--- config.mk ---
export PLATFORM = sky130hd
export DESIGN_NAME = oversample_average_window_alarm_top
export DESIGN_NICKNAME = d
export VERILOG_FILES = /design/src/rtl/oawa_pkg.sv /design/src/rtl/oawa_acc.sv /design/src/rtl/oawa_div.sv /design/src/rtl/oversample_average_window_alarm_top.sv
export SDC_FILE = /design/constraint.sdc
export NUM_CORES = 1
export LEC_CHECK = 0
export ABC_AREA = 1
export BUFFER_PORTS_ARGS = -buffer_cell sky130_fd_sc_hd__buf_2
export CORE_ASPECT_RATIO = 1.4
export CORE_MARGIN = 3
export CORE_UTILIZATION = 28
export DETAILED_ROUTE_END_ITERATION = 7
export PLACE_DENSITY_LB_ADDON = 0.1
export SYNTH_ARGS = -nofsm -noshare
export SYNTH_HDL_FRONTEND = slang
export SYNTH_HIERARCHICAL = 1
export SYNTH_SLANG_ARGS = --single-unit
--- constraint.sdc ---
create_clock -name aclk -period 6.3 [get_ports aclk]
set_input_delay 0.315 -clock aclk [delete_from_list [all_inputs] [get_ports aclk]]
set_output_delay 0.315 -clock aclk [all_outputs]
set_load 0.03 [all_outputs]
--- src/rtl/oawa_pkg.sv ---
// ============================================================================
// oawa_pkg: shared types and constants of the oversampling average block
// widths, register indexes, channel payloads and the control state type
// ============================================================================
`default_nettype none

package oawa_pkg;

    // adc conversion width
    localparam int SAMPLE_BITS = 12;
    // oversample count register width
    localparam int COUNT_W     = 8;
    // burst sum: up to 255 full-scale conversions
    localparam int SUM_W       = SAMPLE_BITS + COUNT_W;
    // bit step counter of the serial units
    localparam int STEP_W      = $clog2(SUM_W);
    // configuration data: widest register
    localparam int CFG_W       = (SAMPLE_BITS > COUNT_W) ? SAMPLE_BITS : COUNT_W;
    localparam int CFG_IDX_W   = 2;

    // register indexes
    localparam logic [CFG_IDX_W-1:0] REG_OVERSAMPLE = CFG_IDX_W'(0);
    localparam logic [CFG_IDX_W-1:0] REG_WIN_LOW    = CFG_IDX_W'(1);
    localparam logic [CFG_IDX_W-1:0] REG_WIN_HIGH   = CFG_IDX_W'(2);

    localparam logic [COUNT_W-1:0] OVERSAMPLE_RESET = COUNT_W'(16);

    typedef struct packed {
        logic [SAMPLE_BITS-1:0] sample;
        logic                   conversion_ok;
    } oawa_in_t;

    typedef struct packed {
        logic [SAMPLE_BITS-1:0] average;
        logic                   out_of_window;
        logic                   alarm_event;
    } oawa_out_t;

    // control of the serial accumulator
    typedef struct packed {
        logic start;
        logic clear;
    } oawa_acc_ctl_t;

    typedef enum logic [1:0] {
        ST_IDLE,
        ST_ACC,
        ST_DIV
    } oawa_state_t;

endpackage

`default_nettype wire

--- src/rtl/oawa_acc.sv ---
// ============================================================================
// oawa_acc: bit-serial burst accumulator
// adds one conversion into the burst sum, one bit per cycle, lsb first
// ============================================================================
`default_nettype none

module oawa_acc
    import oawa_pkg::*;
(
    input  wire logic                   aclk,
    input  wire logic                   aresetn,
    input  wire oawa_acc_ctl_t          ctl,
    input  wire logic [SAMPLE_BITS-1:0] addend,
    output logic      [SUM_W-1:0]       sum,
    output logic                        busy
);

    logic [SUM_W-1:0]       sum_reg,    sum_next;
    logic [SAMPLE_BITS-1:0] addend_reg, addend_next;
    logic                   carry_reg,  carry_next;
    logic [STEP_W-1:0]      step_reg,   step_next;
    logic                   busy_reg,   busy_next;
    logic                   bit_a;
    logic                   bit_b;

    always_comb begin
        bit_a       = sum_reg[0];
        bit_b       = addend_reg[0];
        sum_next    = sum_reg;
        addend_next = addend_reg;
        carry_next  = carry_reg;
        step_next   = step_reg;
        busy_next   = busy_reg;
        if (ctl.start) begin
            addend_next = addend;
            carry_next  = 1'b0;
            step_next   = STEP_W'(SUM_W - 1);
            busy_next   = 1'b1;
        end else if (busy_reg) begin
            // sum rotates right, the new bit enters at the top
            sum_next    = {bit_a ^ bit_b ^ carry_reg, sum_reg[SUM_W-1:1]};
            addend_next = {1'b0, addend_reg[SAMPLE_BITS-1:1]};
            carry_next  = (bit_a & bit_b) | (carry_reg & (bit_a ^ bit_b));
            step_next   = step_reg - STEP_W'(1);
            if (step_reg == '0) begin
                busy_next = 1'b0;
            end
        end else if (ctl.clear) begin
            sum_next = '0;
        end
    end

    always_ff @(posedge aclk) begin
        if (!aresetn) begin
            sum_reg   <= '0;
            carry_reg <= 1'b0;
            step_reg  <= '0;
            busy_reg  <= 1'b0;
        end else begin
            sum_reg   <= sum_next;
            carry_reg <= carry_next;
            step_reg  <= step_next;
            busy_reg  <= busy_next;
        end
    end

    always_ff @(posedge aclk) begin
        addend_reg <= addend_next;
    end

    assign sum  = sum_reg;
    assign busy = busy_reg;

endmodule

`default_nettype wire

--- src/rtl/oawa_div.sv ---
// ============================================================================
// oawa_div: serial restoring divider
// one quotient bit per cycle, msb first, narrow remainder datapath
// ============================================================================
`default_nettype none

module oawa_div
    import oawa_pkg::*;
(
    input  wire logic               aclk,
    input  wire logic               aresetn,
    input  wire logic               start,
    input  wire logic [SUM_W-1:0]   dividend,
    input  wire logic [COUNT_W-1:0] divisor,
    output logic      [SUM_W-1:0]   quotient,
    output logic                    busy
);

    logic [SUM_W-1:0]   quo_reg,  quo_next;
    logic [COUNT_W-1:0] rem_reg,  rem_next;
    logic [COUNT_W-1:0] dvs_reg,  dvs_next;
    logic [STEP_W-1:0]  step_reg, step_next;
    logic               busy_reg, busy_next;
    logic [COUNT_W:0]   trial;
    logic [COUNT_W-1:0] diff;
    logic               fits;

    always_comb begin
        // remainder stays below the divisor, so the trial fits in one extra bit
        trial     = {rem_reg, quo_reg[SUM_W-1]};
        // a fitting trial leaves a difference below the divisor
        diff      = trial[COUNT_W-1:0] - dvs_reg;
        fits      = (trial >= {1'b0, dvs_reg});
        quo_next  = quo_reg;
        rem_next  = rem_reg;
        dvs_next  = dvs_reg;
        step_next = step_reg;
        busy_next = busy_reg;
        if (start) begin
            quo_next  = dividend;
            rem_next  = '0;
            dvs_next  = divisor;
            step_next = STEP_W'(SUM_W - 1);
            busy_next = 1'b1;
        end else if (busy_reg) begin
            quo_next  = {quo_reg[SUM_W-2:0], fits};
            rem_next  = fits ? diff : trial[COUNT_W-1:0];
            step_next = step_reg - STEP_W'(1);
            if (step_reg == '0) begin
                busy_next = 1'b0;
            end
        end
    end

    always_ff @(posedge aclk) begin
        if (!aresetn) begin
            step_reg <= '0;
            busy_reg <= 1'b0;
        end else begin
            step_reg <= step_next;
            busy_reg <= busy_next;
        end
    end

    always_ff @(posedge aclk) begin
        quo_reg <= quo_next;
        rem_reg <= rem_next;
        dvs_reg <= dvs_next;
    end

    assign quotient = quo_reg;
    assign busy     = busy_reg;

endmodule

`default_nettype wire

--- src/rtl/oversample_average_window_alarm_top.sv ---
// ============================================================================
// oversample_average_window_alarm_top: oversampling average with window alarm
// sums a burst of adc conversions, divides by the burst length and checks
// the average against an inclusive window, with a latched alarm
// ============================================================================
//
//   channel   ports                         payload / fields
//   -------   ---------------------------   -----------------------------------
//   input     s_valid, s_ready, s_payload   sample, conversion_ok
//   result    m_valid, m_ready, m_payload   average, out_of_window, alarm_event
//   config    cfg_wr_en, cfg_index,         0 oversample_count, 1 window_low,
//             cfg_wdata                     2 window_high
//
// an ordinary conversion is done once the bit-serial add has put it into the
// burst sum; the conversion that closes a burst then also goes through the
// bit-serial restoring divide
// one request in flight at a time; s_ready is high only while idle
// a result waits in the output register while the next request is taken;
// a finished average waits in the divider while that register is still full
// reset is synchronous: sum, count, alarm latch and registers go to defaults
// ============================================================================
`default_nettype none

module oversample_average_window_alarm_top
    import oawa_pkg::*;
(
    input  wire logic                 aclk,
    input  wire logic                 aresetn,

    input  wire logic                 s_valid,
    output logic                      s_ready,
    input  wire oawa_in_t             s_payload,

    output logic                      m_valid,
    input  wire logic                 m_ready,
    output oawa_out_t                 m_payload,

    input  wire logic                 cfg_wr_en,
    input  wire logic [CFG_IDX_W-1:0] cfg_index,
    input  wire logic [CFG_W-1:0]     cfg_wdata
);

    // configuration registers
    logic [COUNT_W-1:0]     count_reg;
    logic [SAMPLE_BITS-1:0] win_low_reg;
    logic [SAMPLE_BITS-1:0] win_high_reg;

    // control state
    oawa_state_t            state_reg,     state_next;
    logic [COUNT_W-1:0]     taken_reg,     taken_next;
    logic                   burst_end_reg, burst_end_next;
    logic                   alarm_reg,     alarm_next;
    logic                   m_valid_reg,   m_valid_next;
    oawa_out_t              m_payload_reg, m_payload_next;

    // serial units
    oawa_acc_ctl_t          acc_ctl;
    logic [SAMPLE_BITS-1:0] acc_addend;
    logic [SUM_W-1:0]       acc_sum;
    logic                   acc_busy;
    logic                   div_start;
    logic [SUM_W-1:0]       div_quo;
    logic                   div_busy;

    // datapath helpers
    logic [COUNT_W-1:0]     n_eff;
    logic [COUNT_W:0]       taken_inc;
    logic                   out_free;
    logic [SAMPLE_BITS-1:0] avg;
    logic                   outside;
    logic                   event_hit;

    // ------------------------------------------------------------------
    // configuration writes, taken only while idle by contract
    // ------------------------------------------------------------------
    always_ff @(posedge aclk) begin
        if (!aresetn) begin
            count_reg    <= OVERSAMPLE_RESET;
            win_low_reg  <= '0;
            win_high_reg <= '1;
        end else if (cfg_wr_en) begin
            case (cfg_index)
                REG_OVERSAMPLE: count_reg    <= cfg_wdata[COUNT_W-1:0];
                REG_WIN_LOW:    win_low_reg  <= cfg_wdata[SAMPLE_BITS-1:0];
                REG_WIN_HIGH:   win_high_reg <= cfg_wdata[SAMPLE_BITS-1:0];
                default: ;
            endcase
        end
    end

    // a zero count behaves as one
    assign n_eff     = (count_reg == '0) ? COUNT_W'(1) : count_reg;
    assign taken_inc = {1'b0, taken_reg} + (COUNT_W + 1)'(1);

    // failed conversions still count but add nothing
    assign acc_addend = s_payload.conversion_ok ? s_payload.sample : '0;

    // quotient beyond full scale only happens when the count drops mid-burst
    assign avg       = (|div_quo[SUM_W-1:SAMPLE_BITS]) ? '1 : div_quo[SAMPLE_BITS-1:0];
    assign outside   = (avg < win_low_reg) || (avg > win_high_reg);
    assign event_hit = outside && !alarm_reg;

    assign out_free = !m_valid_reg || m_ready;

    // ------------------------------------------------------------------
    // sequencer: idle -> add -> (divide ->) idle
    // ------------------------------------------------------------------
    always_comb begin
        state_next     = state_reg;
        taken_next     = taken_reg;
        burst_end_next = burst_end_reg;
        alarm_next     = alarm_reg;
        m_valid_next   = m_valid_reg && !m_ready;
        m_payload_next = m_payload_reg;
        s_ready        = 1'b0;
        acc_ctl        = '0;
        div_start      = 1'b0;
        case (state_reg)
            ST_IDLE: begin
                s_ready = 1'b1;
                if (s_valid) begin
                    acc_ctl.start  = 1'b1;
                    // burst closes once taken reaches the current count
                    burst_end_next = (taken_inc >= {1'b0, n_eff});
                    taken_next     = (taken_inc >= {1'b0, n_eff}) ? '0
                                                                   : taken_inc[COUNT_W-1:0];
                    state_next     = ST_ACC;
                end
            end
            ST_ACC: begin
                if (!acc_busy) begin
                    if (burst_end_reg) begin
                        div_start  = 1'b1;
                        state_next = ST_DIV;
                    end else begin
                        state_next = ST_IDLE;
                    end
                end
            end
            ST_DIV: begin
                // hold the quotient until the output register frees up
                if (!div_busy && out_free) begin
                    m_valid_next                 = 1'b1;
                    m_payload_next.average       = avg;
                    m_payload_next.out_of_window = outside;
                    m_payload_next.alarm_event   = event_hit;
                    // latch sets on an event, clears once back inside
                    alarm_next                   = event_hit ? 1'b1
                                                 : (outside ? alarm_reg : 1'b0);
                    acc_ctl.clear                = 1'b1;
                    state_next                   = ST_IDLE;
                end
            end
            default: begin
                state_next = ST_IDLE;
            end
        endcase
    end

    always_ff @(posedge aclk) begin
        if (!aresetn) begin
            state_reg <= ST_IDLE;
        end else begin
            state_reg <= state_next;
        end
    end

    always_ff @(posedge aclk) begin
        if (!aresetn) begin
            taken_reg     <= '0;
            burst_end_reg <= 1'b0;
            alarm_reg     <= 1'b0;
            m_valid_reg   <= 1'b0;
        end else begin
            taken_reg     <= taken_next;
            burst_end_reg <= burst_end_next;
            alarm_reg     <= alarm_next;
            m_valid_reg   <= m_valid_next;
        end
    end

    always_ff @(posedge aclk) begin
        m_payload_reg <= m_payload_next;
    end

    assign m_valid   = m_valid_reg;
    assign m_payload = m_payload_reg;

    // ------------------------------------------------------------------
    // serial units
    // ------------------------------------------------------------------
    oawa_acc u_acc (
        .aclk    (aclk),
        .aresetn (aresetn),
        .ctl     (acc_ctl),
        .addend  (acc_addend),
        .sum     (acc_sum),
        .busy    (acc_busy)
    );

    oawa_div u_div (
        .aclk     (aclk),
        .aresetn  (aresetn),
        .start    (div_start),
        .dividend (acc_sum),
        .divisor  (n_eff),
        .quotient (div_quo),
        .busy     (div_busy)
    );

endmodule

`default_nettype wire

* Word-level counts from Yosys, hierarchy flattened *
Cells that the tools add are included.
Widths: inputs -> output; s select.

word-level totals
  flip-flop bits (word level) = 140
  bits of input ports = 32
  output and inout bits = 16
  word-level logic and storage cells = 112

operators by class
  add/subtract/negate cells = 4
  order comparisons = 4
  equal/unequal tests = 8
  muxes and demuxes = 38
  bitwise gates (word level) = 7
  reductions and logical operators = 28

operators with widths
  operator             count
  $mux 20              4
  $mux 12              4
  $mux 8               3
  $mux 5               4
  $ge 9x8->1           2
  $mux 1               18
  $gt 12x12->1         1
  $lt 12x12->1         1
  $reduce_and 2->1     6
  $logic_not 5->1      2
  $sub 5x1->5 const B  2
  $add 8x1->9 const B  1
  $logic_not 8->1      1
  $mux 2               4
  $reduce_or 8->1      1
  $sub 8x8->8          1
  $ne 2x2->1 const B   3
  $pmux 2 s3           1
  $reduce_and 3->1     2
  $reduce_bool 2->1    3
  $eq 2x1->1 const B   2
  $eq 2x2->1 const B   2
  $logic_not 1->1      4
  $logic_not 2->1      2
  other kinds (8)      15

* Depth between registers and ports, before layout *
Gate-level depths: netlist of run 1.

  word-level depth = 7
  depth in mapped cells = 15
  depth with buffers taken out = 15

* Modules after synthesis *
The synthesis of run 1 kept the hierarchy.

by module, submodules not included
  module                               times used  cells an instance  area each (um^2)  seq. area each (um^2)
  oversample_average_window_alarm_top  1           405                3168.0            1321.3
  oawa_div                             1           260                2187.1            1121.1
  oawa_acc                             1           184                1559.0            900.9

* Worst setup path before layout of run 1 *
Ideal clock, no wire load.

  path type = register to register
  start point = reg u_div.quo_reg[13], in the netlist u_div/quotient[13]
  end point = reg m_payload_reg, in the netlist m_payload[0] (data pin)
  library setup time = 263 ps
  data arrival time = 2014 ps
  data required time = 6037 ps
  setup slack = 4023 ps
  cell stages (with the launch flop) = 12
  path buffers = 1
  clock period less this slack = 2277 ps
  cell sequence = edfxtp_1 > nor2_1 > nand2_1 > nor2_2 > clkbuf_1 > nand2_1 > ha_1 > nand4_1 > nor3_2 > nand3_1 > o22ai_1 > a21oi_1

on the way
  word-level cells in the longest chain between the ends = 5
  elaborated cells between the ends (all ways) = 6
  those cells by class = 2 x order compare; 1 x mux; 3 x reduce/logical

RTL lines
  element                                       RTL line                                    text
  start: declaration                            oawa_div.sv:19                              logic [SUM_W-1:0] quo_reg, quo_next;
  start signal: assignment                      oawa_div.sv:66                              quo_reg <= quo_next;
  $reduce_or 8->1 (*)                           oversample_average_window_alarm_top.sv:99   assign avg = (|div_quo[SUM_W-1:SAMPLE_BITS]) ? '1 : div_quo[SAMPLE_BITS-1:0];
  $mux 12 (*)                                   oversample_average_window_alarm_top.sv:99
  via avg[11]                                   oversample_average_window_alarm_top.sv:69   logic [SAMPLE_BITS-1:0] avg;
  $lt 12x12->1 or $gt 12x12->1 (tied branches)  oversample_average_window_alarm_top.sv:100  assign outside = (avg < win_low_reg) || (avg > win_high_reg);
  $logic_or 1x1->1 (*)                          oversample_average_window_alarm_top.sv:100
  $logic_and 1x1->1 (*)                         oversample_average_window_alarm_top.sv:101  assign event_hit = outside && !alarm_reg;
  via event_hit                                 oversample_average_window_alarm_top.sv:71   logic event_hit;
  end signal: assignment                        oversample_average_window_alarm_top.sv:183  m_payload_reg <= m_payload_next;
  end: declaration                              oversample_average_window_alarm_top.sv:54   oawa_out_t m_payload_reg, m_payload_next;

Mark *: on every way through the listed nets, which the timed path passes. The rest lies on a longest branch.
A chain may end at the register's enable or synchronous reset.

* Worst setup path in the final report of run 1 *
  start point = reg u_div.quo_reg[19], in the netlist u_div/quotient[19]
  end point = reg m_payload_reg, in the netlist m_payload[0] (data pin)

The elaborated chain is that of the path after synthesis.

==> results_dict.tcl, run 1 <==
set metrics [dict create \
    initial_utilization_pct 28.64 \
    finClkSkew_ns 0.007366 \
    max_cap_violations 0 \
    drc 0 \
    grt_start_max_net_pins 62 \
    worst_slew_pin_slew_ns 0.8624 \
    rows 67 \
    dr.pass1.iters 4 \
    syn_area_per_cell_um2 8.144 \
    grt_pass1_vias 5388 \
    min_from "cfg_wdata[11]" \
    cts_sinks 140 \
    routedWlPerCell_um 13.64 \
    pwr-share-seq_pct 43.9 \
    grt_setup_unrepaired "false" \
    powerDensity_nw_per_um2 280.9 \
    drtIter0Drc 205 \
    crit_chain "nor2_1 -> nand2_1 -> nor2_2 -> nand2_1 -> ha_1 -> nand4_1 -> nor3_2 -> nand3_1 -> o22ai_1 -> a21oi_1" \
    fin_crit_sh_pct 41.20 \
    final.setup.tns_ns 0 \
    fin_hold_ws_ns 0.1318 \
    slew_headroom_pct 42.29 \
    critPathMaxFanout 13 \
    clock_latency_ns 0.42 \
    syn_nets 925 \
    clockBufferDepth 2 \
    setup_viol 0 \
    yosysUniqueCellTypes 45 \
    grt_pass1_wl_mm 27.66 \
    fmax_ghz 0.3853 \
    pre_cts_slack_ns 3.604 \
    pwr-share-comb_pct 7.3 \
    p_switching_w 0.0005149 \
    worstPathArrival_ns 2.76 \
    postCtsSetupRepairBufs 0 \
    synthTopCellsByArea "dfxtp_1 (25%), edfxtp_1 (23%), nand2_1 (13%), ha_1 (7.6%), inv_1 (5.9%)" \
    r2r_cells 10 \
    synth_largest_area_cell "dfxtp_1" \
    ctsHoldBuffers 0 \
    ir_worst_vdd_uv 160.7 \
    cp-end-kind "register" \
    p_leak_nw 3.636 \
    slowest_stage "nor2_2" \
    ios 48 \
    cp_common_cell "nand2_1" \
    crit_required_ns 6.46 \
    die_area_um2 26640 \
    cts_root_buf "clkbuf_16" \
    worstHoldPathType "input pin to register" \
    syn2layout_area_growth_pct 16.76 \
    ys_seq_elements 140 \
    slew_violations 0 \
    drive_gt1_share_pct 12.71 \
    vias 5304 \
    yosys_warnings 6 \
    gp_congestion 0.7622 \
    synth_edf_count 54 \
    ant_nets 0 \
    grt_usage_pct 13.06 \
    hold_depth 3 \
    die_h_um 191.9 \
    power.share.clock_pct 48.8 \
    r2r_slack_ns 3.70 \
    cts_tree "built" \
    cp-start-kind "register" \
    ys_dominant_reg_cell "dfxtp_1" \
    die_w_um 138.8 \
    max_stage_delay_ns 0.46 \
    layout_setup_ws_ns 3.704 \
    post-synth-top-count-cell "nand2_1" \
    yosysTopAreaCellShare_pct 24.90 \
    cts_buffers 17 \
    synth_commonest_cells "nand2_1 (247), inv_1 (109), dfxtp_1 (86), a21oi_1 (57), edfxtp_1 (54)" \
    worst_r2r_startpoint "u_div/quotient[19]" \
    cts_resized 0 \
    overflow 0 \
    synthArstFlopShare_pct 0 \
    synth_area_um2 6914 \
    postRouteWirelength_mm 16.46 \
    critPathKind "register to register" \
    htree_levels 4 \
    dpl.hpwl_mm 11.99 \
    diodes 0 \
    outcome "complete, no violations" \
    ys_seq_area_share_pct 48.35 \
    path_clk_slew_ns 0.06 \
    antenna_found_initial 0 \
    hold_viol 0 \
    core_um2 24140 \
    syn_inst 849 \
    io_buffers 47 \
    fin_nets 960 \
    p_int_w 0.001753 \
    whs_endpoint "win_high_reg[11]" \
    period_needed_ns 2.596 \
    r2r-end "m_payload[0]" \
    drt-vias-per-instance 4.394 \
    swShare_pct 22.71 \
]
[how the worst max path moves through the flow]
stage	cells past startpoint	slack, ns	end	from
final	10	3.70	m_payload[0]	u_div/quotient[19]
after global routing	10	3.35	m_payload[0]	u_div/quotient[19]
after CTS	10	3.59	m_payload[0]	u_div/quotient[19]
after detailed placement	10	3.60	m_payload[0]	u_div/quotient[19]
after global placement	10	3.65	m_payload[0]	u_div/quotient[19]
after floorplan	11	4.02	m_payload[0]	u_div/quotient[13]
[final cells by class]
cell class	count	area, um2
fill	2597	16070
timing repair buffer	50	257.7
clock buffer	23	499.2
sequential	140	3343
inverter	123	466.7
clock inverter	9	156.4
tap	310	387.9
multi-input combinational	552	2962
[per-layer routing]
| layer | track usage [%] | share of wire, % |
|---|---|---|
| met1 | 16.15 | 48 |
| met2 | 22.17 | 48 |
| met3 | 3.014 | 2.4 |
| met4 | 5.045 | 1.9 |
| met5 | 0 | 0 |
[worst max-delay path: cells and delay by family, from the launching register on]
family	cells	cell delay [ns]
AO/OA/AOI/OAI	2	0.34
AND/OR/NAND/NOR	7	1.25
adder cells (fa/ha/maj)	1	0.36
flip-flops	1	0.39
[stage by stage]
stage	instance area, um2	total power (W)	cells	utilization [%]
global route	8073	0.002377	1207	33.44
floorplan	6914	0.001134	849	-
CTS	8073	0.002313	1207	33.44
detailed placement	7417	0.001186	1175	30.72
finish	8073	0.002267	1207	33.44
global placement	7417	0.001187	1175	30.72
[cells by family after synthesis]
group	Yosys count	synth area share, %
AOI/OAI and AO/OA	122	9.917
xor gates and xnor gates	8	1.013
adders and majority gates	44	8.179
buffers and inverters	157	8.903
DFF	140	48.35
and+or+nand+nor	378	23.63
[placed cells by master, fill, tap and decap left out, types with 4 or more instances in the layout]
cell type  count
a21oi_1       56
buf_2         47
bufinv_16      4
clkbuf_16     18
dfxtp_1       86
edfxtp_1      54
ha_1          42
inv_1        109
inv_2         12
nand2_1      247
nand3_1       52
nand3b_1       8
nand4_1        4
nor2_1        41
nor2_2         4
nor3_2         4
o211ai_1      13
o21ai_0       18
o21ai_1       18
o22ai_1        7
xor2_1         5
[power by group through the flow]
stage | clock network [W] | logic, W | registers, W
finish | 0.00111 | 0.000166 | 0.000996
global route | 0.00118 | 0.000195 | 0.00100
global placement | 0 | 0.000171 | 0.00102
floorplan | 0 | 0.000127 | 0.00101
CTS | 0.00115 | 0.000171 | 0.000996
detailed placement | 0 | 0.000170 | 0.00102
(Power assumes the default switching activity.)
==> inputs of run 2 (changes only) <==
Clock period 6.3 ns to 2.2 ns, I/O delays scaled along.
==> results_dict.tcl, run 2 (synthesis gave the netlist of run 1 again) <==
set metrics [dict create \
    gp_congestion 0.7338 \
    drc 0 \
    core_um2 24140 \
    grt_pass1_vias 5683 \
    grt_start_max_net_pins 35 \
    dpl_cell_area_um2 7610 \
    r2r-end "m_payload[0]" \
    overflow 0 \
    critPathMaxFanout 5 \
    slew_headroom_pct 63.15 \
    powerDensity_nw_per_um2 735.7 \
    slew_violations 0 \
    hold_depth 4 \
    path_clk_slew_ns 0.06 \
    dr.pass1.iters 4 \
    setup_viol 2 \
    fmax_ghz 0.4494 \
    outcome "complete, but fails checks" \
    grt_pass1_wl_mm 29.17 \
    r2r_cells 13 \
    finClkSkew_ns 0.006370 \
    drtIter0Drc 257 \
    drt-vias-per-instance 4.395 \
    fin_crit_sh_pct 101.1 \
    worstPathArrival_ns 2.39 \
    fill_cells 2576 \
    antenna_found_initial 0 \
    cp-start-kind "register" \
    worst_r2r_startpoint "u_div/quotient[12]" \
    power_w 0.006394 \
    drive_gt1_share_pct 18.57 \
    ant_nets 0 \
    dpl.hpwl_mm 12.41 \
    finalNonFillerCells 1247 \
    postRouteWirelength_mm 17.19 \
    final_cell_mix "nand2_1 (234), inv_1 (109), dfxtp_1 (86)" \
    htree_levels 4 \
    cts_root_buf "clkbuf_16" \
    slowest_stage "edfxtp_1" \
    max_stage_delay_ns 0.38 \
    io_buffers 47 \
    whs_endpoint "m_valid" \
    grt_usage_pct 13.67 \
    cp_common_cell "nand2_1" \
    clockBufferDepth 2 \
    routedWlPerCell_um 13.78 \
    period_needed_ns 2.225 \
    final_common_cell "nand2_1" \
    p_leak_nw 3.920 \
    clock_latency_ns 0.42 \
    cts_sinks 140 \
    ir_worst_vdd_uv 525.7 \
    layout_setup_ws_ns -0.02495 \
    fin_hold_ws_ns 0.007382 \
    die_h_um 191.9 \
    hold_viol 0 \
    die_w_um 138.8 \
    violations "negative setup slack" \
    cts_buffers 17 \
    rows 67 \
    worst_slew_pin_slew_ns 0.5521 \
    grt_setup_unrepaired "true" \
    vias 5480 \
    initial_utilization_pct 28.64 \
    regArea_um2 3343 \
    critPathKind "register to register" \
    syn2layout_area_growth_pct 25.70 \
    fin_area_um2 8691 \
    cts_tree "built" \
    dp.cells 1199 \
    min_from "m_ready" \
    fin_nets 1000 \
    max_cap_violations 0 \
    die_area_um2 26640 \
    multi_input_area_um2 3229 \
    crit_required_ns 2.37 \
    crit_chain "nor2_1 -> nand2_1 -> nor2_4 -> buf_12 -> buf_16 -> nand2_1 -> ha_1 -> a21oi_2 -> o21ai_1 -> nand2_1 -> nand2_1 -> o22ai_2 -> a21oi_1" \
    r2r_slack_ns -0.02 \
    cp-end-kind "register" \
    diodes 0 \
    ios 48 \
    worstHoldPathType "input pin to register" \
]
-- run 2: stage by stage --
step / utilization, % / setup slack, ns / setup TNS, ns
global placement: 31.52 / -0.05055 / -0.08485
detailed placement: 31.52 / -0.1020 / -0.2334
global route: 36.00 / -0.1777 / -0.5063
CTS: 35.80 / -0.01854 / -0.02807
finish: 36.00 / -0.02495 / -0.03201
floorplan: - / 0.04018 / 0
-- run 2: worst max-delay path by stage --
stage / slack, ns / endpoint / start
final: -0.02 / m_payload[0] / u_div/quotient[12]
after global routing: -0.18 / m_payload[0] / u_div/quotient[15]
after CTS: -0.02 / m_payload[0] / u_div/quotient[12]
after detailed placement: -0.10 / m_payload[0] / u_div/quotient[13]
after global placement: -0.05 / m_payload[0] / u_div/quotient[13]
after floorplan: 0.04 / m_payload[0] / u_div/quotient[13]
-- run 2: what timing repair did --
item,in CTS,in global routing
setup endpoints to repair,3,9
cloned,1,0
setup buffers,4,0
hold endpoints to repair,22,0
gates resized for setup,41,7
hold buffers,12,0
pin swaps,13,5
-- run 2: routing by layer --
layer / part of all wire [%] / global-route usage (%)
met1: 47 / 16.69
met2: 49 / 24.21
met3: 2.5 / 2.814
met4: 1.4 / 4.292
met5: 0 / 0
-- run 2: worst max-delay path, delay by kind of cell, from the launching register on --
family / cells / cell delay (ns)
AO/OA/AOI/OAI: 4 / 0.46
adder cells (fa/ha/maj): 1 / 0.32
buffers and inverters: 2 / 0.23
flip-flops: 1 / 0.38
AND/OR/NAND/NOR: 6 / 0.57
-- run 2: layout make-up --
cell class                      count  share of cell area (%)
Clock buffer                       22                   5.456
Sequential cell                   140                   38.47
Timing Repair Buffer               90                   7.501
Inverter                          123                   5.370
Clock inverter                     10                   1.584
Tap cell                          310                   4.463
Multi-Input combinational cell    552                   37.16
-- run 2: power breakdown --
group	switching, W	total, W	internal (W)
logic	0.000349	0.000561	0.000212
registers	0.0000411	0.00284	0.00280
clock network	0.00112	0.00300	0.00187
==> inputs of run 3 (changes only) <==
==> constraint.sdc (replaced) <==
create_clock -name aclk -period 2.2 [get_ports aclk]
set_input_delay 0.22 -clock aclk [delete_from_list [all_inputs] [get_ports aclk]]
set_output_delay 0.22 -clock aclk [all_outputs]
set_load 0.03 [all_outputs]
==> results_dict.tcl, run 3 (synthesis gave the netlist of run 1 again) <==
set metrics [dict create \
    worstPathArrival_ns 2.40 \
    cts_buffers 17 \
    cts_tree "built" \
    syn2layout_area_growth_pct 23.96 \
    period_needed_ns 2.227 \
    setup_viol 2 \
    slew_violations 0 \
    worstHoldPathType "input pin to register" \
    clock_latency_ns 0.42 \
    cp-end-kind "register" \
    max_cap_violations 0 \
    cts_sinks 140 \
    grt_pass1_wl_mm 28.99 \
    vias 5431 \
    clockBufferDepth 2 \
    slowest_stage "edfxtp_1" \
    drive_gt1_share_pct 18.81 \
    routedWlPerCell_um 13.84 \
    die_w_um 138.8 \
    final_common_cell "nand2_1" \
    max_stage_delay_ns 0.38 \
    drc 0 \
    hold_depth 3 \
    cp_common_cell "nand2_1" \
    die_area_um2 26640 \
    grt_setup_unrepaired "true" \
    dr.pass1.iters 4 \
    fin_nets 988 \
    overflow 0 \
    dp.cells 1199 \
    fin_crit_sh_pct 101.2 \
    critPathMaxFanout 5 \
    r2r_slack_ns -0.03 \
    postRouteWirelength_mm 17.09 \
    antenna_found_initial 0 \
    ir_worst_vdd_uv 526.6 \
    rows 67 \
    core_um2 24140 \
    ctsHoldBuffers 0 \
    fill_cells 2585 \
    cp-start-kind "register" \
    fin_area_um2 8571 \
    ant_nets 0 \
    path_clk_slew_ns 0.06 \
    p_leak_nw 3.870 \
    violations "negative setup slack" \
    fmax_ghz 0.4490 \
    path_depth 13 \
    drtIter0Drc 262 \
    initial_utilization_pct 28.64 \
    worst_r2r_startpoint "u_div/quotient[12]" \
    critPathTopFamily "simple AND/OR/NAND/NOR gates" \
    grt_usage_pct 13.60 \
    htree_levels 4 \
    crit_chain "nor2_1 -> nand2_1 -> nor2_4 -> buf_12 -> buf_16 -> nand2_1 -> ha_1 -> a21oi_2 -> o21ai_1 -> nand2_1 -> nand2_1 -> o22ai_2 -> a21oi_1" \
    cts_root_buf "clkbuf_16" \
    grt_start_max_net_pins 35 \
    crit_required_ns 2.37 \
    drt-vias-per-instance 4.398 \
    ios 48 \
    dpl_cell_area_um2 7610 \
    layout_setup_ws_ns -0.02716 \
    min_from "cfg_wdata[11]" \
    die_h_um 191.9 \
    fin_hold_ws_ns 0.02550 \
    worst_slew_pin_slew_ns 0.5485 \
    powerDensity_nw_per_um2 744.5 \
    final_cell_mix "nand2_1 (234), inv_1 (109), dfxtp_1 (86)" \
    hold_viol 0 \
    io_buffers 47 \
    grt_pass1_vias 5619 \
    critPathKind "register to register" \
    outcome "complete, but fails checks" \
    startpoint "u_div/quotient[12]" \
    slew_headroom_pct 63.40 \
    gp_congestion 0.7338 \
    regArea_um2 3343 \
    finClkSkew_ns 0.006713 \
    path_buf_inv 2 \
    dpl.hpwl_mm 12.41 \
    diodes 0 \
    r2r_cells 13 \
    finalNonFillerCells 1235 \
    multi_input_area_um2 3229 \
]
run 3: through the flow:
step           util [%]  setup TNS, ns  setup slack, ns  total power [W]
2_1_floorplan         -              0          0.04018         0.003246
6_report          35.50       -0.03582         -0.02716         0.006381
4_1_cts           35.30       -0.02807         -0.01854         0.006493
3_5_place_dp      31.52        -0.2334          -0.1020         0.003419
3_3_place_gp      31.52       -0.08485         -0.05055         0.003417
5_1_grt           35.50        -0.5063          -0.1777         0.006685
run 3: routing by layer:
metal	vias to the layer above	wire length (um)	global-route usage, %	part of all wire (%)
met3	15	447	2.864	2.6
met5	-	0	0	0
met4	0	247	4.292	1.4
met1	2475	8003	16.64	47
li1	2883	-	-	-
met2	58	8392	23.96	49
run 3: where the power goes:
part | switching [W] | internal, W
Combinational | 0.000346 | 0.000198
Clock | 0.00113 | 0.00187
Sequential | 0.0000410 | 0.00280
run 3: worst min-delay path: stages:
cell	delay, ns
buf_2	0.09
nand2_1	0.05
o211ai_1	0.06
run 3: path summary, 6_finish.rpt:
check,to
hold reg to reg,u_div/dvs_reg[6]
setup reg to reg,m_payload[0]
setup / recovery,m_payload[0]
hold / removal,win_high_reg[11]
run 3: layout make-up:
class,instances,area share (%)
Sequential cell,140,39.01
Timing Repair Buffer,78,6.204
Clock inverter,10,1.606
Tap cell,310,4.526
Clock buffer,22,5.533
Multi-Input combinational cell,552,37.68
Inverter,123,5.445
run 3: timing repair:
action	CTS	global route
pin swaps	13	5
setup endpoints to repair	3	9
resized for setup	41	7
setup buffers	4	0
gates cloned	1	0
